`src/rtl/mbtcp_pkg.sv`:
```
package mbtcp_pkg;

  typedef enum logic [1:0] {
    PH_IDLE   = 2'd0,
    PH_HEADER = 2'd1,
    PH_PDU    = 2'd2
  } phase_t;

  localparam logic [1:0] FUNC_START   = 2'd0;
  localparam logic [1:0] FUNC_BYTE    = 2'd1;
  localparam logic [1:0] FUNC_TIMEOUT = 2'd2;

  localparam logic [2:0] ST_OK        = 3'd0;
  localparam logic [2:0] ST_TIMEOUT   = 3'd1;
  localparam logic [2:0] ST_BAD_LEN   = 3'd2;
  localparam logic [2:0] ST_EXCEPTION = 3'd3;
  localparam logic [2:0] ST_SHORT     = 3'd4;

  localparam logic [2:0] DT_UINT16  = 3'd0;
  localparam logic [2:0] DT_INT16   = 3'd1;
  localparam logic [2:0] DT_INT32   = 3'd2;
  localparam logic [2:0] DT_UINT32  = 3'd3;
  localparam logic [2:0] DT_FLOAT32 = 3'd4;

  localparam logic [1:0] WO_BIG       = 2'd0;
  localparam logic [1:0] WO_WORD_SWAP = 2'd1;
  localparam logic [1:0] WO_BYTE_SWAP = 2'd2;
  localparam logic [1:0] WO_BOTH_SWAP = 2'd3;

  localparam logic [7:0] MBAP_LEN_LO = 8'h06;
  localparam logic [7:0] EXC_FLAG    = 8'h80;
  localparam logic [3:0] REQ_LAST    = 4'd11;

endpackage

```
`src/rtl/modbus_tcp_register_read_engine.sv`:
```
// Modbus TCP read request / reply engine.
// A received byte or timeout passes through stage 1 and then the stage 2 output.
// A start emits 12 request bytes through the same stages, one per cycle while
// out_stall is low; input is held off while those bytes are issued. Other items
// are taken, and results leave the output register, one per cycle unless stalled.
// Synchronous active-low reset clears phase, counters and the output pipeline.
module modbus_tcp_register_read_engine import mbtcp_pkg::*; (
  input  logic        clk,
  input  logic        rst_n,
  input  logic        in_valid,
  output logic        in_stall,
  input  logic [1:0]  in_func,
  input  logic [7:0]  in_unit_id,
  input  logic [2:0]  in_fcode,
  input  logic [15:0] in_start_addr,
  input  logic [2:0]  in_dtype,
  input  logic [1:0]  in_word_order,
  input  logic [7:0]  in_rx_byte,
  output logic        out_valid,
  input  logic        out_stall,
  output logic        out_kind,
  output logic [7:0]  out_tx_byte,
  output logic        out_last,
  output logic [2:0]  out_status,
  output logic [7:0]  out_exception_code,
  output logic [31:0] out_value_bits
);

  // parser state
  phase_t      phase_r;
  logic [15:0] txn_r;
  logic [8:0]  idx_r;
  logic [15:0] flen_r;
  logic [7:0]  fpb_r, rbc_r;
  logic [15:0] w0_r, w1_r;
  logic [2:0]  ltype_r;
  logic [1:0]  lorder_r;

  // request issue
  logic        tx_busy_r;
  logic [3:0]  tx_pos_r;
  logic [7:0]  req_unit_r;
  logic [2:0]  req_fc_r;
  logic [15:0] req_addr_r;

  // stage 1 (pre-conversion) and stage 2 (output)
  logic        s1_valid_r, s1_kind_r, s1_last_r, s1_conv_r, s1_neg_r;
  logic [7:0]  s1_tx_r, s1_exc_r;
  logic [2:0]  s1_status_r;
  logic [31:0] s1_mag_r;
  logic        s2_valid_r, s2_kind_r, s2_last_r;
  logic [7:0]  s2_tx_r, s2_exc_r;
  logic [2:0]  s2_status_r;
  logic [31:0] s2_val_r;

  logic adv, acc;
  assign adv      = !s2_valid_r || !out_stall;
  assign in_stall = !adv || tx_busy_r;
  assign acc      = in_valid && !in_stall;

  // byte parse
  logic [15:0] flen_nxt, pl, w0_nxt, w1_nxt, hi, lo;
  logic [8:0]  idx_inc;
  logic [7:0]  fpb_nxt, rbc_nxt;
  logic [3:0]  qty2;
  logic [31:0] joined;
  always_comb begin
    idx_inc  = idx_r + 9'd1;
    flen_nxt = flen_r;
    fpb_nxt  = fpb_r;
    rbc_nxt  = rbc_r;
    w0_nxt   = w0_r;
    w1_nxt   = w1_r;
    if (phase_r == PH_HEADER) begin
      if (idx_r == 9'd4) flen_nxt = {in_rx_byte, 8'h00};
      else if (idx_r == 9'd5) flen_nxt = {flen_r[15:8], in_rx_byte};
    end else begin
      case (idx_r)
        9'd0: fpb_nxt = in_rx_byte;
        9'd1: rbc_nxt = in_rx_byte;
        9'd2: w0_nxt = {in_rx_byte, w0_r[7:0]};
        9'd3: w0_nxt = {w0_r[15:8], in_rx_byte};
        9'd4: w1_nxt = {in_rx_byte, w1_r[7:0]};
        9'd5: w1_nxt = {w1_r[15:8], in_rx_byte};
        default: ;
      endcase
    end
    pl   = flen_nxt - 16'd1;
    qty2 = (ltype_r >= DT_INT32) ? 4'd4 : 4'd2;
    case (lorder_r)
      WO_WORD_SWAP: begin hi = w1_nxt; lo = w0_nxt; end
      WO_BYTE_SWAP: begin
        hi = {w0_nxt[7:0], w0_nxt[15:8]}; lo = {w1_nxt[7:0], w1_nxt[15:8]};
      end
      WO_BOTH_SWAP: begin
        hi = {w1_nxt[7:0], w1_nxt[15:8]}; lo = {w0_nxt[7:0], w0_nxt[15:8]};
      end
      default: begin hi = w0_nxt; lo = w1_nxt; end
    endcase
    joined = {hi, lo};
  end

  // request byte mux
  logic [7:0] req_byte;
  always_comb begin
    case (tx_pos_r)
      4'd0:  req_byte = txn_r[15:8];
      4'd1:  req_byte = txn_r[7:0];
      4'd5:  req_byte = MBAP_LEN_LO;
      4'd6:  req_byte = req_unit_r;
      4'd7:  req_byte = {5'd0, req_fc_r};
      4'd8:  req_byte = req_addr_r[15:8];
      4'd9:  req_byte = req_addr_r[7:0];
      4'd11: req_byte = (ltype_r >= DT_INT32) ? 8'd2 : 8'd1;
      default: req_byte = 8'h00;
    endcase
  end

  // stage 1 next values and parser updates
  logic        s1_valid_nxt, s1_kind_nxt, s1_last_nxt, s1_conv_nxt, s1_neg_nxt;
  logic [7:0]  s1_tx_nxt, s1_exc_nxt;
  logic [2:0]  s1_status_nxt;
  logic [31:0] s1_mag_nxt;
  phase_t      phase_nxt;
  logic [8:0]  idx_nxt;
  always_comb begin
    s1_valid_nxt = 1'b0; s1_kind_nxt = 1'b1; s1_last_nxt = 1'b0;
    s1_conv_nxt = 1'b0; s1_neg_nxt = 1'b0; s1_tx_nxt = 8'h00; s1_exc_nxt = 8'h00;
    s1_status_nxt = ST_OK; s1_mag_nxt = 32'd0;
    phase_nxt = phase_r; idx_nxt = idx_r;
    if (tx_busy_r) begin
      s1_valid_nxt = 1'b1;
      s1_kind_nxt  = 1'b0;
      s1_tx_nxt    = req_byte;
      s1_last_nxt  = (tx_pos_r == REQ_LAST);
    end else if (acc) begin
      case (in_func)
        FUNC_START: begin
          phase_nxt = PH_HEADER;
          idx_nxt   = 9'd0;
        end
        FUNC_TIMEOUT: if (phase_r != PH_IDLE) begin
          phase_nxt     = PH_IDLE;
          s1_valid_nxt  = 1'b1;
          s1_status_nxt = ST_TIMEOUT;
        end
        FUNC_BYTE: begin
          if (phase_r == PH_HEADER) begin
            idx_nxt = idx_inc;
            if (idx_inc == 9'd7) begin
              if (pl == 16'd0 || pl > 16'd255) begin
                phase_nxt     = PH_IDLE;
                s1_valid_nxt  = 1'b1;
                s1_status_nxt = ST_BAD_LEN;
              end else begin
                phase_nxt = PH_PDU;
                idx_nxt   = 9'd0;
              end
            end
          end else if (phase_r == PH_PDU) begin
            idx_nxt = idx_inc;
            if ({7'd0, idx_inc} >= pl) begin
              phase_nxt    = PH_IDLE;
              s1_valid_nxt = 1'b1;
              if ((fpb_nxt & EXC_FLAG) != 8'h00) begin
                s1_status_nxt = ST_EXCEPTION;
                s1_exc_nxt    = rbc_nxt;
              end else if (rbc_nxt < {4'd0, qty2} || pl < 16'd2 + {12'd0, qty2}) begin
                s1_status_nxt = ST_SHORT;
              end else begin
                s1_conv_nxt = 1'b1;
                case (ltype_r)
                  DT_INT16: begin
                    s1_neg_nxt = w0_nxt[15];
                    s1_mag_nxt = w0_nxt[15] ? 32'h10000 - {16'd0, w0_nxt}
                                            : {16'd0, w0_nxt};
                  end
                  DT_INT32: begin
                    s1_neg_nxt = joined[31];
                    s1_mag_nxt = joined[31] ? 32'd0 - joined : joined;
                  end
                  DT_UINT32: s1_mag_nxt = joined;
                  DT_FLOAT32: begin
                    s1_conv_nxt = 1'b0;
                    s1_mag_nxt  = joined;
                  end
                  default: s1_mag_nxt = {16'd0, w0_nxt};
                endcase
              end
            end
          end
        end
        default: ;
      endcase
    end
  end

  // normalize and round to single
  logic [4:0]  p;
  logic [31:0] norm;
  logic [24:0] mr;
  logic [7:0]  ex;
  logic [31:0] conv_bits;
  always_comb begin
    p = 5'd0;
    for (int i = 0; i < 32; i++) begin
      if (s1_mag_r[i]) p = i[4:0];
    end
    norm = s1_mag_r << (5'd31 - p);
    mr   = {1'b0, norm[31:8]};
    if (norm[7] && ((norm[6:0] != 7'd0) || norm[8])) mr = mr + 25'd1;
    ex = 8'd127 + {3'd0, p};
    if (mr[24]) begin
      ex = ex + 8'd1;
      mr = mr >> 1;
    end
    if (s1_mag_r == 32'd0) conv_bits = {s1_neg_r, 31'd0};
    else conv_bits = {s1_neg_r, ex, mr[22:0]};
  end

  // registers
  always_ff @(posedge clk) begin
    if (!rst_n) begin
      phase_r <= PH_IDLE; txn_r <= 16'd0; idx_r <= 9'd0; flen_r <= 16'd0;
      fpb_r <= 8'd0; rbc_r <= 8'd0; w0_r <= 16'd0; w1_r <= 16'd0;
      ltype_r <= 3'd0; lorder_r <= 2'd0; tx_busy_r <= 1'b0; tx_pos_r <= 4'd0;
      s1_valid_r <= 1'b0; s2_valid_r <= 1'b0;
    end else if (adv) begin
      s1_valid_r <= s1_valid_nxt;
      s2_valid_r <= s1_valid_r;
      phase_r    <= phase_nxt;
      idx_r      <= idx_nxt;
      if (tx_busy_r) begin
        tx_pos_r <= tx_pos_r + 4'd1;
        if (tx_pos_r == REQ_LAST) tx_busy_r <= 1'b0;
      end else if (acc && in_func == FUNC_START) begin
        // latch request and clear reply state
        txn_r <= txn_r + 16'd1; ltype_r <= in_dtype; lorder_r <= in_word_order;
        tx_busy_r <= 1'b1; tx_pos_r <= 4'd0;
        flen_r <= 16'd0; fpb_r <= 8'd0; rbc_r <= 8'd0; w0_r <= 16'd0; w1_r <= 16'd0;
      end else if (acc && in_func == FUNC_BYTE && phase_r != PH_IDLE) begin
        flen_r <= flen_nxt; fpb_r <= fpb_nxt; rbc_r <= rbc_nxt;
        w0_r <= w0_nxt; w1_r <= w1_nxt;
      end
    end
  end

  // payload pipeline
  always_ff @(posedge clk) begin
    if (adv) begin
      if (acc && in_func == FUNC_START) begin
        req_unit_r <= in_unit_id; req_fc_r <= in_fcode; req_addr_r <= in_start_addr;
      end
      s1_kind_r <= s1_kind_nxt; s1_last_r <= s1_last_nxt; s1_conv_r <= s1_conv_nxt;
      s1_neg_r <= s1_neg_nxt; s1_tx_r <= s1_tx_nxt; s1_exc_r <= s1_exc_nxt;
      s1_status_r <= s1_status_nxt; s1_mag_r <= s1_mag_nxt;
      s2_kind_r <= s1_kind_r; s2_last_r <= s1_last_r; s2_tx_r <= s1_tx_r;
      s2_exc_r <= s1_exc_r; s2_status_r <= s1_status_r;
      s2_val_r <= s1_conv_r ? conv_bits : s1_mag_r;
    end
  end

  assign out_valid          = s2_valid_r;
  assign out_kind           = s2_kind_r;
  assign out_tx_byte        = s2_tx_r;
  assign out_last           = s2_last_r;
  assign out_status         = s2_status_r;
  assign out_exception_code = s2_exc_r;
  assign out_value_bits     = s2_val_r;

endmodule
```
`config.mk`:
```
export PLATFORM = sky130hd
export DESIGN_NAME = modbus_tcp_register_read_engine
export DESIGN_NICKNAME = d
export VERILOG_FILES = /design/src/rtl/mbtcp_pkg.sv /design/src/rtl/modbus_tcp_register_read_engine.sv
export SDC_FILE = /design/constraint.sdc
export NUM_CORES = 1
export LEC_CHECK = 0
export BUFFER_PORTS_ARGS = -buffer_cell sky130_fd_sc_hd__buf_2
export CAP_MARGIN = 20
export CELL_PAD_IN_SITES_DETAIL_PLACEMENT = 1
export CELL_PAD_IN_SITES_GLOBAL_PLACEMENT = 2
export CORE_MARGIN = 1
export CORE_UTILIZATION = 42
export DETAILED_ROUTE_END_ITERATION = 8
export HOLD_SLACK_MARGIN = 0.06
export PLACE_DENSITY_LB_ADDON = 0.15
export SLEW_MARGIN = 20
export SYNTH_ARGS = -nofsm -noshare
export SYNTH_HDL_FRONTEND = slang
export SYNTH_SLANG_ARGS = --single-unit
```
`constraint.sdc`:
```
create_clock -name clk -period 13 [get_ports clk]
set_clock_uncertainty 0.1 [all_clocks]
set_input_delay 3.25 -clock clk [delete_from_list [all_inputs] [get_ports clk]]
set_output_delay 3.25 -clock clk [all_outputs]
set_load 0.005 [all_outputs]
```
==> impl_metrics.toml <==
[synth]
synth.largest_area_cell = "edfxtp_1"
syn_area_mm2 = 0.0156
synthSimpleGateAreaFrac = 0.200
syn_avg_cell_area_um2 = 8.98
synthArstFlopShare = 0
yosysWarnings = 0
synth-seq-cells = 231
muxShareOfSynthArea = 0.0699
synth.most_common_cell = "nand2_1"
syn_nets = 1814
synthXorXnorAreaFrac = 0.0399
seq_area_frac_synth = 0.384
synthAdderAreaFrac = 0.0273
synth_top_cell_area_share = 0.260
synth_cell_types = 83
synthCells = 1734
synth-edff-count = 135
synth_compound_area_frac = 0.237
synth_top_family_by_area = "compound AO/OA/AOI/OAI gates"
synth.area.top_cells = "edfxtp_1 (26%), dfxtp_1 (12%), nand2_1 (4.3%), mux4_2 (4.0%), a22oi_1 (3.6%)"
synth-main-ff-cell = "edfxtp_1"
synth_commonest_cells = "nand2_1 (177), edfxtp_1 (135), nor2_1 (126)"

[detailed_routing]
vias = 14722
drt_iter0_markers = 1226
routed_via_density = 6.49
ant_nets = 0
avgRoutedWirePerCell_um = 25.5
routed_wl_mm = 57.9
drt_pass1_iterations = 5
drcViolationCount = 0

[setup_path]
end_kind = "primary output"
cp_num_buf_inv = 3
worstPathRequired_ns = 9.65
crit_cells = 5
critical_path.cell_chain = "buf_2 > and2_1 > nor2_1 > inv_1 > buf_2"
worst_r2r_endpoint = "out_value_bits[17]"
critPathKind = "input port to primary output"
reg2reg_depth = 16
critPathLaunchType = "input port"
r2r_start = "s1_mag_r[27]"
r2r_slack_ns = 6.55
crit_fanout = 4
arrival_ns = 3.97
slowest_stage = "and2_1"
crit_path_max_incr_delay_ns = 0.21
crit_top_cell = "buf_2"
crit_family = "simple AND/OR/NAND/NOR gates"
cp-startpoint = "out_stall"

[floorplan]
die_h_um = 195
core_area_mm2 = 0.0365
placementRows = 70
die_x_um = 195
initial_core_util = 0.427
io_pins = 101
die_area_mm2 = 0.0379

[clock_tree]
cts_root_buffer = "clkbuf_16"
cts_tree = "done"
path_clk_slew_ns = 0.06
cts_buffers = 28
cts-resized-gates = 0
ctsHtreeMaxLevel = 1
cts_setup_buffers = 0
cts_sinks = 231
clock_latency_ns = 0.57
clockBufferDepth = 3
cts_hold_buf = 0

[final_layout]
drive_gt1_frac = 0.141
antenna_cells = 0
final_util = 0.480
area.growth.synth_to_final_pct = 12.5
final_nets = 1860

[hold_path]
hp-start = "s1_tx_r[5]"
hp-class = "register to register"
hold_depth = 0
holdPathEnd = "out_tx_byte[5]"

[grt]
antenna_found_initial = 0
use_met3 = 0.0331
track_usage = 0.301
grt_overflow = 0
grt_pass1_vias = 14730
grt_pass1_wl_mm = 88.9
grt-busiest-layer = "met2"
grt_max_degree = 61
grt_use_met1 = 0.402
gr-usage-met2 = 0.513

[power]
leakage_nw = 6.47
seq_power_share = 0.414
combinationalPowerShare = 0.119
internal-power_w = 0.00141
powerDensity_mw_per_mm2 = 108
switchingPower_w = 0.000483
total_power_w = 0.00189
power.share.clock = 0.467
vdd_drop_max_v = 0.000114
p_sw_frac = 0.255

[sta]
fin_tns_setup_ns = 0
min_period_ns = 7.32
slew_violations = 0
slew_headroom = 0.289
finalSetupViolations = 0
period_share = 0.563
rsz0062_at_grt = "false"
fmax_mhz = 137
final_hold_viol_count = 0
max_slew.worst_pin.slew_ns = 1.05

[place]
dp_hpwl_mm = 42.5
gp_congestion = 0.979
portBuffers = 100

[run_status]
status = "finished clean"

[job]
cap_violations = 0
[flip-flops by register name (all words and copies together) (netlist names), 9 cells and up]
| register | count |
|---|---|
| s1_mag_r | 32 |
| w0_r | 16 |
| req_addr_r | 16 |
| flen_r | 16 |
| idx_r | 9 |
| w1_r | 16 |
| txn_r | 16 |
| out_value_bits | 32 |
[through the flow]
step	worst slack (ns)	instances	hold slack, ns	area (µm²)
floorplan	4.95	1734	0.300	15600
global placement	5.61	2218	0.302	16500
detailed placement	5.48	2218	0.306	16500
CTS	5.65	2269	0.320	17500
global route	5.62	2269	0.328	17500
finish	5.68	2269	0.321	17500
[cells in the final DEF (no fill, tap or decap), types with 35 or more instances in the layout]
cell type | synthesis | layout
a22o_1 | 56 | 56
nor3_1 | 60 | 60
a22oi_1 | 74 | 74
nand3_1 | 70 | 70
nand2_1 | 177 | 177
edfxtp_1 | 135 | 135
buf_2 | 5 | 100
inv_1 | 50 | 49
xnor2_1 | 51 | 51
dfxtp_1 | 96 | 96
a21oi_1 | 93 | 93
o21ai_0 | 90 | 89
buf_4 | 0 | 35
nor2_1 | 126 | 125
[worst max-delay path by stage]
stage              endpoint  slack [ns]
3_3_place_gp   s1_mag_r[31]        5.61
2_1_floorplan      txn_r[4]        4.95
4_1_cts            in_stall        5.65
6_report           in_stall        5.68
5_1_grt            in_stall        5.62
3_5_place_dp   s1_mag_r[31]        5.48
[area by class of cell]
cell class,instances,area [µm²]
clock buffer,37,827
timing repair buffer,135,763
clock inverter,14,223
fill,4207,19000
tap,468,586
inverter,53,201
multi-input combinational,1331,8950
sequential,231,5980
[per-layer routing]
| layer | wire length, µm | vias to the layer above |
|---|---|---|
| li1 | - | 6705 |
| met1 | 25400 | 7487 |
| met2 | 28300 | 449 |
| met3 | 2890 | 81 |
| met4 | 1300 | 0 |
| met5 | 0 | - |
[cells by family (layout without fill, tap and decap cells)]
kind of cell,after synthesis,in the layout
xor+xnor,71,71
compound gates,531,531
mux,72,72
simple gates,623,623
fa+ha+maj,34,34
buf+inv,172,239
flops,231,231
[power by group through the flow]
stage               clock [W]  combinational [W]  sequential (W)
floorplan                   0           0.000143        0.000797
global placement            0           0.000218        0.000799
detailed placement          0           0.000220        0.000799
CTS                  0.000906           0.000221        0.000784
global route         0.000925           0.000241        0.000784
finish               0.000885           0.000226        0.000784
(Power assumes the default switching activity.)
